**src/sv/rbel_pkg.sv**
```systemverilog
package rbel_pkg;

    // Fixed field widths
    localparam int unsigned DATA_W    = 64;
    localparam int unsigned PAT_W     = 8;
    localparam int unsigned ROW_W     = 14;
    localparam int unsigned ROWS_W    = 15;
    localparam int unsigned COL_OUT_W = 5;
    localparam int unsigned BIT_W     = 8;
    localparam int unsigned BIT_IDX_W = 6;
    localparam int unsigned WIDX_OUT_W = BIT_W - BIT_IDX_W;
    localparam int unsigned CNT_W     = 32;
    localparam int unsigned CFG_W     = 15;
    localparam int unsigned CFG_IDX_W = 2;

    // Configuration register indexes
    typedef logic [CFG_IDX_W-1:0] t_cfg_idx;
    localparam t_cfg_idx CFG_PATTERN_BYTE     = 2'd0;
    localparam t_cfg_idx CFG_SELECTED_CHANNEL = 2'd1;
    localparam t_cfg_idx CFG_FIRST_ROW        = 2'd2;
    localparam t_cfg_idx CFG_ROWS_TO_CHECK    = 2'd3;

    localparam logic [ROWS_W-1:0] ROWS_TO_CHECK_RST = 15'd8;

    // Location of the word at the head of the stream
    typedef struct packed {
        logic [ROW_W-1:0]      row;
        logic [COL_OUT_W-1:0]  column;
        logic [WIDX_OUT_W-1:0] widx;
        logic                  check;   // word belongs to the selected channel
        logic                  active;  // rows remain to be checked
    } t_word_info;

    // Status of the flip scanner
    typedef struct packed {
        logic busy;   // cannot take a new word this cycle
        logic emit;   // a flip moves into the output register
        logic last;   // the emitted flip is the last of its word
    } t_scan_stat;

endpackage

```
**src/sv/rbel_position.sv**
```systemverilog
module rbel_position #(
    parameter int unsigned COLUMNS         = 32,
    parameter int unsigned WORDS_PER_BURST = 4,
    parameter int unsigned CHANNELS        = 2
) (
    input  logic                             i_clk,
    input  logic                             i_rst_n,
    input  logic                             i_accept,
    input  logic                             i_selected_channel,
    input  logic [rbel_pkg::ROW_W-1:0]       i_first_row,
    input  logic [rbel_pkg::ROWS_W-1:0]      i_rows_to_check,
    output rbel_pkg::t_word_info             o_info
);

    localparam int unsigned WIDX_W = (WORDS_PER_BURST > 1) ? $clog2(WORDS_PER_BURST) : 1;
    localparam int unsigned CH_W   = (CHANNELS > 1) ? $clog2(CHANNELS) : 1;
    localparam int unsigned COL_W  = (COLUMNS > 1) ? $clog2(COLUMNS) : 1;

    localparam logic [WIDX_W-1:0] WIDX_LAST = WIDX_W'(WORDS_PER_BURST - 1);
    localparam logic [CH_W-1:0]   CH_LAST   = CH_W'(CHANNELS - 1);
    localparam logic [COL_W-1:0]  COL_LAST  = COL_W'(COLUMNS - 1);

    logic [WIDX_W-1:0]               r_widx,  n_widx;
    logic [CH_W-1:0]                 r_ch,    n_ch;
    logic [COL_W-1:0]                r_col,   n_col;
    logic [rbel_pkg::ROWS_W-1:0]     r_row_offset, n_row_offset;

    logic        w_active;
    logic        w_widx_wrap;
    logic        w_ch_wrap;
    logic        w_col_wrap;
    logic [15:0] w_col_ext;
    logic [15:0] w_widx_ext;

    assign w_active    = r_row_offset < i_rows_to_check;
    assign w_widx_wrap = r_widx == WIDX_LAST;
    assign w_ch_wrap   = r_ch == CH_LAST;
    assign w_col_wrap  = r_col == COL_LAST;
    assign w_col_ext   = 16'(r_col);
    assign w_widx_ext  = 16'(r_widx);

    // Describe the word at the head of the stream
    always_comb begin
        o_info.row    = i_first_row + r_row_offset[rbel_pkg::ROW_W-1:0];
        o_info.column = w_col_ext[rbel_pkg::COL_OUT_W-1:0];
        o_info.widx   = w_widx_ext[rbel_pkg::WIDX_OUT_W-1:0];
        o_info.check  = 4'(r_ch) == 4'(i_selected_channel);
        o_info.active = w_active;
    end

    // Advance word, channel, column and row counters as nested wraps
    always_comb begin
        n_widx       = r_widx;
        n_ch         = r_ch;
        n_col        = r_col;
        n_row_offset = r_row_offset;
        if (i_accept && w_active) begin
            n_widx = w_widx_wrap ? '0 : r_widx + 1'b1;
            if (w_widx_wrap) begin
                n_ch = w_ch_wrap ? '0 : r_ch + 1'b1;
                if (w_ch_wrap) begin
                    n_col = w_col_wrap ? '0 : r_col + 1'b1;
                    if (w_col_wrap) begin
                        n_row_offset = r_row_offset + 1'b1;
                    end
                end
            end
        end
    end

    always_ff @(posedge i_clk) begin
        if (!i_rst_n) begin
            r_widx       <= '0;
            r_ch         <= '0;
            r_col        <= '0;
            r_row_offset <= '0;
        end else begin
            r_widx       <= n_widx;
            r_ch         <= n_ch;
            r_col        <= n_col;
            r_row_offset <= n_row_offset;
        end
    end

endmodule

```
**src/sv/rbel_flip_scan.sv**
```systemverilog
module rbel_flip_scan (
    input  logic                              i_clk,
    input  logic                              i_rst_n,
    input  logic                              i_load,
    input  logic [rbel_pkg::DATA_W-1:0]       i_data_word,
    input  logic [rbel_pkg::PAT_W-1:0]        i_pattern_byte,
    input  rbel_pkg::t_word_info              i_info,
    input  logic                              i_stall,
    output rbel_pkg::t_scan_stat              o_stat,
    output logic                              o_valid,
    output logic [rbel_pkg::ROW_W-1:0]        o_row,
    output logic [rbel_pkg::COL_OUT_W-1:0]    o_column,
    output logic [rbel_pkg::BIT_W-1:0]        o_bit_in_burst,
    output logic [rbel_pkg::CNT_W-1:0]        o_flip_total,
    output logic                              o_last
);

    // Word being reported
    logic [rbel_pkg::DATA_W-1:0]      r_mask, n_mask;
    logic [rbel_pkg::ROW_W-1:0]       r_row;
    logic [rbel_pkg::COL_OUT_W-1:0]   r_col;
    logic [rbel_pkg::WIDX_OUT_W-1:0]  r_widx;
    logic [rbel_pkg::CNT_W-1:0]       r_flips, n_flips;

    // Output register
    logic                             r_out_valid;
    logic [rbel_pkg::ROW_W-1:0]       r_out_row;
    logic [rbel_pkg::COL_OUT_W-1:0]   r_out_col;
    logic [rbel_pkg::BIT_W-1:0]       r_out_bit;
    logic [rbel_pkg::CNT_W-1:0]       r_out_total;
    logic                             r_out_last;

    logic [rbel_pkg::DATA_W-1:0]      w_expected;
    logic [rbel_pkg::DATA_W-1:0]      w_lowest;
    logic [rbel_pkg::DATA_W-1:0]      w_rest;
    logic [rbel_pkg::BIT_IDX_W-1:0]   w_bit_idx;
    logic                             w_pending;
    logic                             w_emit;
    logic                             w_last;

    assign w_expected = {(rbel_pkg::DATA_W / rbel_pkg::PAT_W){i_pattern_byte}};
    assign w_pending  = r_mask != '0;

    // Isolate the lowest pending flip and clear it from the mask
    assign w_lowest = r_mask & (~r_mask + 1'b1);
    assign w_rest   = r_mask & (r_mask - 1'b1);
    assign w_last   = w_rest == '0;

    // Encode the position of the isolated bit
    always_comb begin
        w_bit_idx = '0;
        for (int i = 0; i < rbel_pkg::DATA_W; i++) begin
            w_bit_idx = w_bit_idx | (w_lowest[i] ? rbel_pkg::BIT_IDX_W'(i) : '0);
        end
    end

    // Emit one flip per cycle while the output register is free
    assign w_emit = w_pending && (!r_out_valid || !i_stall);

    always_comb begin
        o_stat.busy = w_pending && !(w_emit && w_last);
        o_stat.emit = w_emit;
        o_stat.last = w_last;
    end

    // Load a new word or strip the emitted flip
    always_comb begin
        n_mask  = r_mask;
        n_flips = r_flips;
        if (w_emit) begin
            n_mask = w_rest;
            if (r_flips != '1) begin
                n_flips = r_flips + 1'b1;
            end
        end
        if (i_load) begin
            n_mask = i_data_word ^ w_expected;
        end
    end

    always_ff @(posedge i_clk) begin
        if (!i_rst_n) begin
            r_mask      <= '0;
            r_flips     <= '0;
            r_out_valid <= 1'b0;
        end else begin
            r_mask  <= n_mask;
            r_flips <= n_flips;
            if (w_emit) begin
                r_out_valid <= 1'b1;
            end else if (!i_stall) begin
                r_out_valid <= 1'b0;
            end
        end
    end

    // Hold the location of the loaded word
    always_ff @(posedge i_clk) begin
        if (i_load) begin
            r_row  <= i_info.row;
            r_col  <= i_info.column;
            r_widx <= i_info.widx;
        end
    end

    // Capture the result payload
    always_ff @(posedge i_clk) begin
        if (w_emit) begin
            r_out_row   <= r_row;
            r_out_col   <= r_col;
            r_out_bit   <= {r_widx, w_bit_idx};
            r_out_total <= n_flips;
            r_out_last  <= w_last;
        end
    end

    assign o_valid        = r_out_valid;
    assign o_row          = r_out_row;
    assign o_column       = r_out_col;
    assign o_bit_in_burst = r_out_bit;
    assign o_flip_total   = r_out_total;
    assign o_last         = r_out_last;

endmodule

```
**src/sv/retention_bit_error_locator.sv**
```systemverilog
// An accepted word's flips go from the pending mask register to the output register.
// Throughput: one word per cycle when it has no flips, outside the selected channel,
// or past the row count; a word with flips stalls input until its last flip, as
// the lowest-set-bit unit gives the output register one flip per cycle unless stalled.
// Reset (synchronous, active low): counters, flip total and pending mask clear,
// registers return to pattern 0, channel 0, first row 0, eight rows to check.
module retention_bit_error_locator #(
    parameter int unsigned COLUMNS         = 32,
    parameter int unsigned WORDS_PER_BURST = 4,
    parameter int unsigned CHANNELS        = 2
) (
    input  logic                              i_clk,
    input  logic                              i_rst_n,
    // Configuration
    input  logic                              i_cfg_we,
    input  rbel_pkg::t_cfg_idx                i_cfg_index,
    input  logic [rbel_pkg::CFG_W-1:0]        i_cfg_data,
    // Readback words
    input  logic                              i_valid,
    input  logic [rbel_pkg::DATA_W-1:0]       i_data_word,
    output logic                              o_stall,
    // Flip results
    output logic                              o_valid,
    input  logic                              i_stall,
    output logic [rbel_pkg::ROW_W-1:0]        o_row,
    output logic [rbel_pkg::COL_OUT_W-1:0]    o_column,
    output logic [rbel_pkg::BIT_W-1:0]        o_bit_in_burst,
    output logic [rbel_pkg::CNT_W-1:0]        o_flip_total,
    output logic                              o_last
);

    logic [rbel_pkg::PAT_W-1:0]   r_pattern_byte;
    logic                         r_selected_channel;
    logic [rbel_pkg::ROW_W-1:0]   r_first_row;
    logic [rbel_pkg::ROWS_W-1:0]  r_rows_to_check;

    rbel_pkg::t_word_info  w_info;
    rbel_pkg::t_scan_stat  w_stat;
    logic                  w_accept;
    logic                  w_load;

    // Write configuration registers
    always_ff @(posedge i_clk) begin
        if (!i_rst_n) begin
            r_pattern_byte     <= '0;
            r_selected_channel <= 1'b0;
            r_first_row        <= '0;
            r_rows_to_check    <= rbel_pkg::ROWS_TO_CHECK_RST;
        end else if (i_cfg_we) begin
            unique case (i_cfg_index)
                rbel_pkg::CFG_PATTERN_BYTE: begin
                    r_pattern_byte <= i_cfg_data[rbel_pkg::PAT_W-1:0];
                end
                rbel_pkg::CFG_SELECTED_CHANNEL: begin
                    r_selected_channel <= i_cfg_data[0];
                end
                rbel_pkg::CFG_FIRST_ROW: begin
                    r_first_row <= i_cfg_data[rbel_pkg::ROW_W-1:0];
                end
                rbel_pkg::CFG_ROWS_TO_CHECK: begin
                    r_rows_to_check <= i_cfg_data[rbel_pkg::ROWS_W-1:0];
                end
            endcase
        end
    end

    // Take a request whenever the scanner frees up
    assign o_stall  = w_stat.busy;
    assign w_accept = i_valid && !o_stall;
    assign w_load   = w_accept && w_info.active && w_info.check;

    rbel_position #(
        .COLUMNS         (COLUMNS),
        .WORDS_PER_BURST (WORDS_PER_BURST),
        .CHANNELS        (CHANNELS)
    ) u_position (
        .i_clk              (i_clk),
        .i_rst_n            (i_rst_n),
        .i_accept           (w_accept),
        .i_selected_channel (r_selected_channel),
        .i_first_row        (r_first_row),
        .i_rows_to_check    (r_rows_to_check),
        .o_info             (w_info)
    );

    rbel_flip_scan u_flip_scan (
        .i_clk          (i_clk),
        .i_rst_n        (i_rst_n),
        .i_load         (w_load),
        .i_data_word    (i_data_word),
        .i_pattern_byte (r_pattern_byte),
        .i_info         (w_info),
        .i_stall        (i_stall),
        .o_stat         (w_stat),
        .o_valid        (o_valid),
        .o_row          (o_row),
        .o_column       (o_column),
        .o_bit_in_burst (o_bit_in_burst),
        .o_flip_total   (o_flip_total),
        .o_last         (o_last)
    );

    // An emitted flip shows up as a result on the next cycle
    a_emit_shows: assert property (@(posedge i_clk) disable iff (!i_rst_n)
        w_stat.emit |=> o_valid)
        else $error("emitted flip did not reach the output register");

    // A word past the row count leaves nothing to report
    a_exhausted_idle: assert property (@(posedge i_clk) disable iff (!i_rst_n)
        (w_accept && !w_info.active) |=> !w_stat.busy)
        else $error("word past the row count started a scan");

    // Every reported flip has been counted
    a_total_nonzero: assert property (@(posedge i_clk) disable iff (!i_rst_n)
        o_valid |-> (o_flip_total != '0))
        else $error("flip result carries a zero running total");

    // The last flip of a word frees the input in the same cycle
    a_last_frees: assert property (@(posedge i_clk) disable iff (!i_rst_n)
        (w_stat.emit && w_stat.last) |-> !o_stall)
        else $error("input stayed stalled after the last flip of a word");

endmodule

```
**config.mk**
```make
export PLATFORM = sky130hd
export DESIGN_NAME = retention_bit_error_locator
export DESIGN_NICKNAME = d
export VERILOG_FILES = /design/src/sv/rbel_pkg.sv /design/src/sv/rbel_position.sv /design/src/sv/rbel_flip_scan.sv /design/src/sv/retention_bit_error_locator.sv
export SDC_FILE = /design/constraint.sdc
export NUM_CORES = 1
export LEC_CHECK = 0
export ABC_CLOCK_PERIOD_IN_PS = 4550
export CAP_MARGIN = 20
export CORE_MARGIN = 5
export CORE_UTILIZATION = 40
export CTS_BUF_LIST = sky130_fd_sc_hd__clkbuf_8
export DETAILED_ROUTE_END_ITERATION = 12
export DONT_BUFFER_PORTS = 1
export PLACE_DENSITY = 0.64
export SLEW_MARGIN = 10
export SYNTH_ARGS = -nofsm -noshare
export SYNTH_HDL_FRONTEND = slang
export SYNTH_SLANG_ARGS = --single-unit
```
**constraint.sdc**
```tcl
create_clock -name i_clk -period 4.55 [get_ports i_clk]
set_input_delay 0.455 -clock i_clk [delete_from_list [all_inputs] [get_ports i_clk]]
set_output_delay 0.455 -clock i_clk [all_outputs]
set_load 0.05 [all_outputs]
```
==> metrics.md <==
| Metric | Value |
|---|---|
| Antenna-violating nets left | 0 |
| CP Cell Sequence | or4_1 > nor4_2 > nand4_1 > a2111oi_2 > nand4_1 > nor4_4 > buf_4 > a41oi_4 > buf_6 |
| DRC | 0 |
| Total GRT Usage | 0.2282 |
| Number of enable flip-flop cells after synthesis | between 80 and 90 |
| Period utilization | 0.9699 |
| Total power | around 8400 uW |
| Layout cells sized above 1 | 0.1173 |
| Core area | roughly 31000 um^2 |
| RR Startpoint | u_flip_scan.r_mask[51] |
| Cell leakage power | approximately 0.0053 uW |
| Crit path required time | between 4 and 5 ns |
| Deepest clock path buffer count | 3 |
| HPWL Detailed | just under 30 mm |
| Share of the synthesized area in the top cell type | 0.2561 |
| Number of clock sinks | about 240 |
| Slew HR | 0.3051 |
| Worst-Skew Late Latency | roughly 0.57 ns |
| H-tree levels | 2 |
| Worst path slowest cell | or4_1 |
| CTS Buf Count | 42 |
| YS warnings | 0 |
| Hold Slack | between 0.02 and 0.025 ns |
| Initial cell density of the core | 0.4049 |
| Synthesis-stage register bit count | 239 |
| Biggest area consumer among synthesized cells | dfxtp_1 |
| Vias per cell | between 5 and 6 |
| Layout Skew | between 0.02 and 0.025 ns |
| Largest net degree at the start of global routing | 120 |
| Ys flop type | dfxtp_1 |
| Synth Instances | 1340 |
| CTS root buf | clkbuf_8 |
| Total Neg Setup Slack | 0 ns |
| Status | finished, final reports clean |
| Endpoints failing hold | 0 |
| Fin crit period | around 4.4 ns |
| First-pass GRT wire length | 61.27 mm |
| Drt pass-1 iters | 5 |
| Dominant cells by area after synthesis | dfxtp_1 (26%), edfxtp_1 (20%), xnor2_1 (5.7%), nand2_1 (5.2%), ha_1 (3.2%) |
| Peak supply drop | ~0.22 mV |
| CP endpoint kind | primary output |
| Initial antenna violation count | 4 |
| R2R Path End | u_position.r_row_offset[10] |
| TritonCTS clock tree | done |
| Slowest stage delay, CP | ~0.71 ns |
| Drt wl/cell | 22.40 um |
| Layout net count | roughly 1500 |
| DR vias | 10450 |
| WS Path Type | register to primary output |
| Pins over their slew limit | 0 |
| Initial DRC Count | roughly 700 |
| Syn avg cell area | 9.218 um^2 |
| Die width | around 190 um |
| Post-synth top cells | nand2_1 (171), dfxtp_1 (158), edfxtp_1 (81) |
| Startpoint types | register |
| Post-Syn Nets | 1459 |
| Most used cell, CP | nand4_1 |
| Final wirelength | 40.19 mm |
| Worst Setup SP | u_flip_scan.r_mask[51] |
| Total grt overflow | 0 |
| Setup-failing EPs final | 0 |
| Post-synth design cell area | around 12000 um^2 |
| Placer Congestion | 0.9644 |
| Arrival time at the worst endpoint | 3.96 ns |
| Yosys cell types | 79 |
| ANT cells | 0 |
| Worst-margin pin slew | ~1.0 ns |
| Area delta synth->final | 13.23% |
| Asr flop ratio synth | 0 |
| Fmax achieved | approximately 230 MHz |
| Top fanout value on the critical path | 7 |
| Cell depth of the worst flop-to-flop path | 11 |
| CTS clock-pin slew for the worst setup and hold paths | about 0.06 ns |
| Crit path capture | o_stall |
| Pwr Density | approximately 600 nW/um^2 |
| Worst Hold Class | primary input to register |
| Die Y | around 190 um |
| IO Port Bufs | 0 |
| Die ar. | 34490 um^2 |
| Internal reg-to-reg setup slack | approximately 0.57 ns |
| Most frequent cell after synthesis | nand2_1 |
| Max-Cap Viols | 0 |
| Number of global-route vias before repair | about 10000 |
| Sequential cell area fraction in the yosys report | 0.4530 |
| Ports | between 100 and 150 |
| RSZ-0062 raised after global routing | false |
| FP Rows | 64 |
## flip-flops by register name, summed over array words and instances (netlist names), 5 cells and up
register                    count
u_flip_scan.r_col               5
r_rows_to_check                15
u_flip_scan.o_row              14
u_position.r_col                5
u_flip_scan.o_column            5
r_first_row                    14
u_flip_scan.r_flips            32
u_flip_scan.o_flip_total       32
u_flip_scan.r_row              14
r_pattern_byte                  8
u_flip_scan.o_bit_in_burst      8
u_flip_scan.r_mask             64
u_position.r_row_offset        15
## power by group
part	internal, uW	switching, uW
clock network	1020	918
logic	856	1630
registers	2790	1180
## placed cells by master, fill, tap and decap left out, types with 8 or more instances in the layout
master	count
o22ai_1	12
nor4_4	8
xor2_1	27
mux2i_1	17
and2_1	42
dfxtp_1	157
nand2_1	171
or4_1	14
ha_1	32
nand3_1	50
o21ai_0	61
xnor2_1	80
nor2_1	79
inv_1	60
a22oi_1	11
buf_4	49
edfxtp_1	81
o211ai_1	27
nor3_1	31
clkbuf_8	44
and3_1	17
o311ai_0	17
nor4_1	18
nand4_1	31
a21oi_1	63
nand2b_1	12
or3_1	13
clkinv_2	10
o21ai_1	11
## cells by family after synthesis
| logic type | after synthesis | share of synthesized area |
|---|---|---|
| adder cells (fa/ha/maj) | 34 | 0.03485 |
| XOR/XNOR | 107 | 0.07587 |
| flip-flops | 239 | 0.4530 |
| multiplexers | 18 | 0.01469 |
| buffers and inverters | 126 | 0.04072 |
| AND/OR/NAND/NOR | 534 | 0.2295 |
| AO/OA/AOI/OAI | 282 | 0.1513 |
## worst min path at each step
stage                                                to  depth (start not counted)  slack (ns)                  start
after global placement          u_flip_scan.o_column[3]                          0        0.41   u_flip_scan.r_col[3]
final                               r_rows_to_check[10]                          2        0.02         i_cfg_data[10]
after detailed placement  u_flip_scan.o_bit_in_burst[7]                          0        0.40  u_flip_scan.r_widx[1]
after floorplan           u_flip_scan.o_bit_in_burst[6]                          0        0.40  u_flip_scan.r_widx[0]
after CTS                                r_first_row[3]                          2      0.0006          i_cfg_data[3]
after global routing                 r_rows_to_check[4]                          2       0.002          i_cfg_data[4]
## per-layer routing
layer | global-route usage | vias to the layer above | wire length [um]
li1 | - | 4936 | -
met1 | 0.3287 | 5020 | 18800
met2 | 0.3357 | 415 | 17020
met3 | 0.06508 | 73 | 3362
met4 | 0.06296 | 6 | 979
met5 | 0 | - | 33
## worst max-delay path: cells and delay by family (launching register included)
kind,cells,cell delay (ns)
DFF,1,0.39
and+or+nand+nor,5,1.89
buffers and inverters,2,0.41
AOI/OAI and AO/OA,2,0.70
## layout make-up
cell class,instances,area (um^2)
fill,2935,16520
tap,396,495.5
inverter,51,192.7
multi-input combinational,976,6417
sequential,239,5597
clock inverter,31,203.9
clock buffer,44,605.6
timing repair buffer,57,474.2
## repair_timing
item                                    4_1_cts  5_1_grt
buffers inserted                              2        7
endpoints found under the hold margin         2        0
hold buffers                                  2        0
pin swaps                                     6       13
gates cloned                                  0        1
endpoints found under the setup margin        1        1
resized for setup                            14       13
## per-stage QoR
step	cell area [um^2]	worst slack [ns]	util	cells
after CTS	13860	0.007660	0.4542	1786
final	13990	0.1369	0.4584	1794
after detailed placement	12940	0.1232	0.4240	1707
after global routing	13990	0.007002	0.4584	1794
after global placement	12930	0.1833	0.4239	1706
after floorplan	12350	0.04246	-	1340
Note: power is estimated with default switching activity, not from simulation.
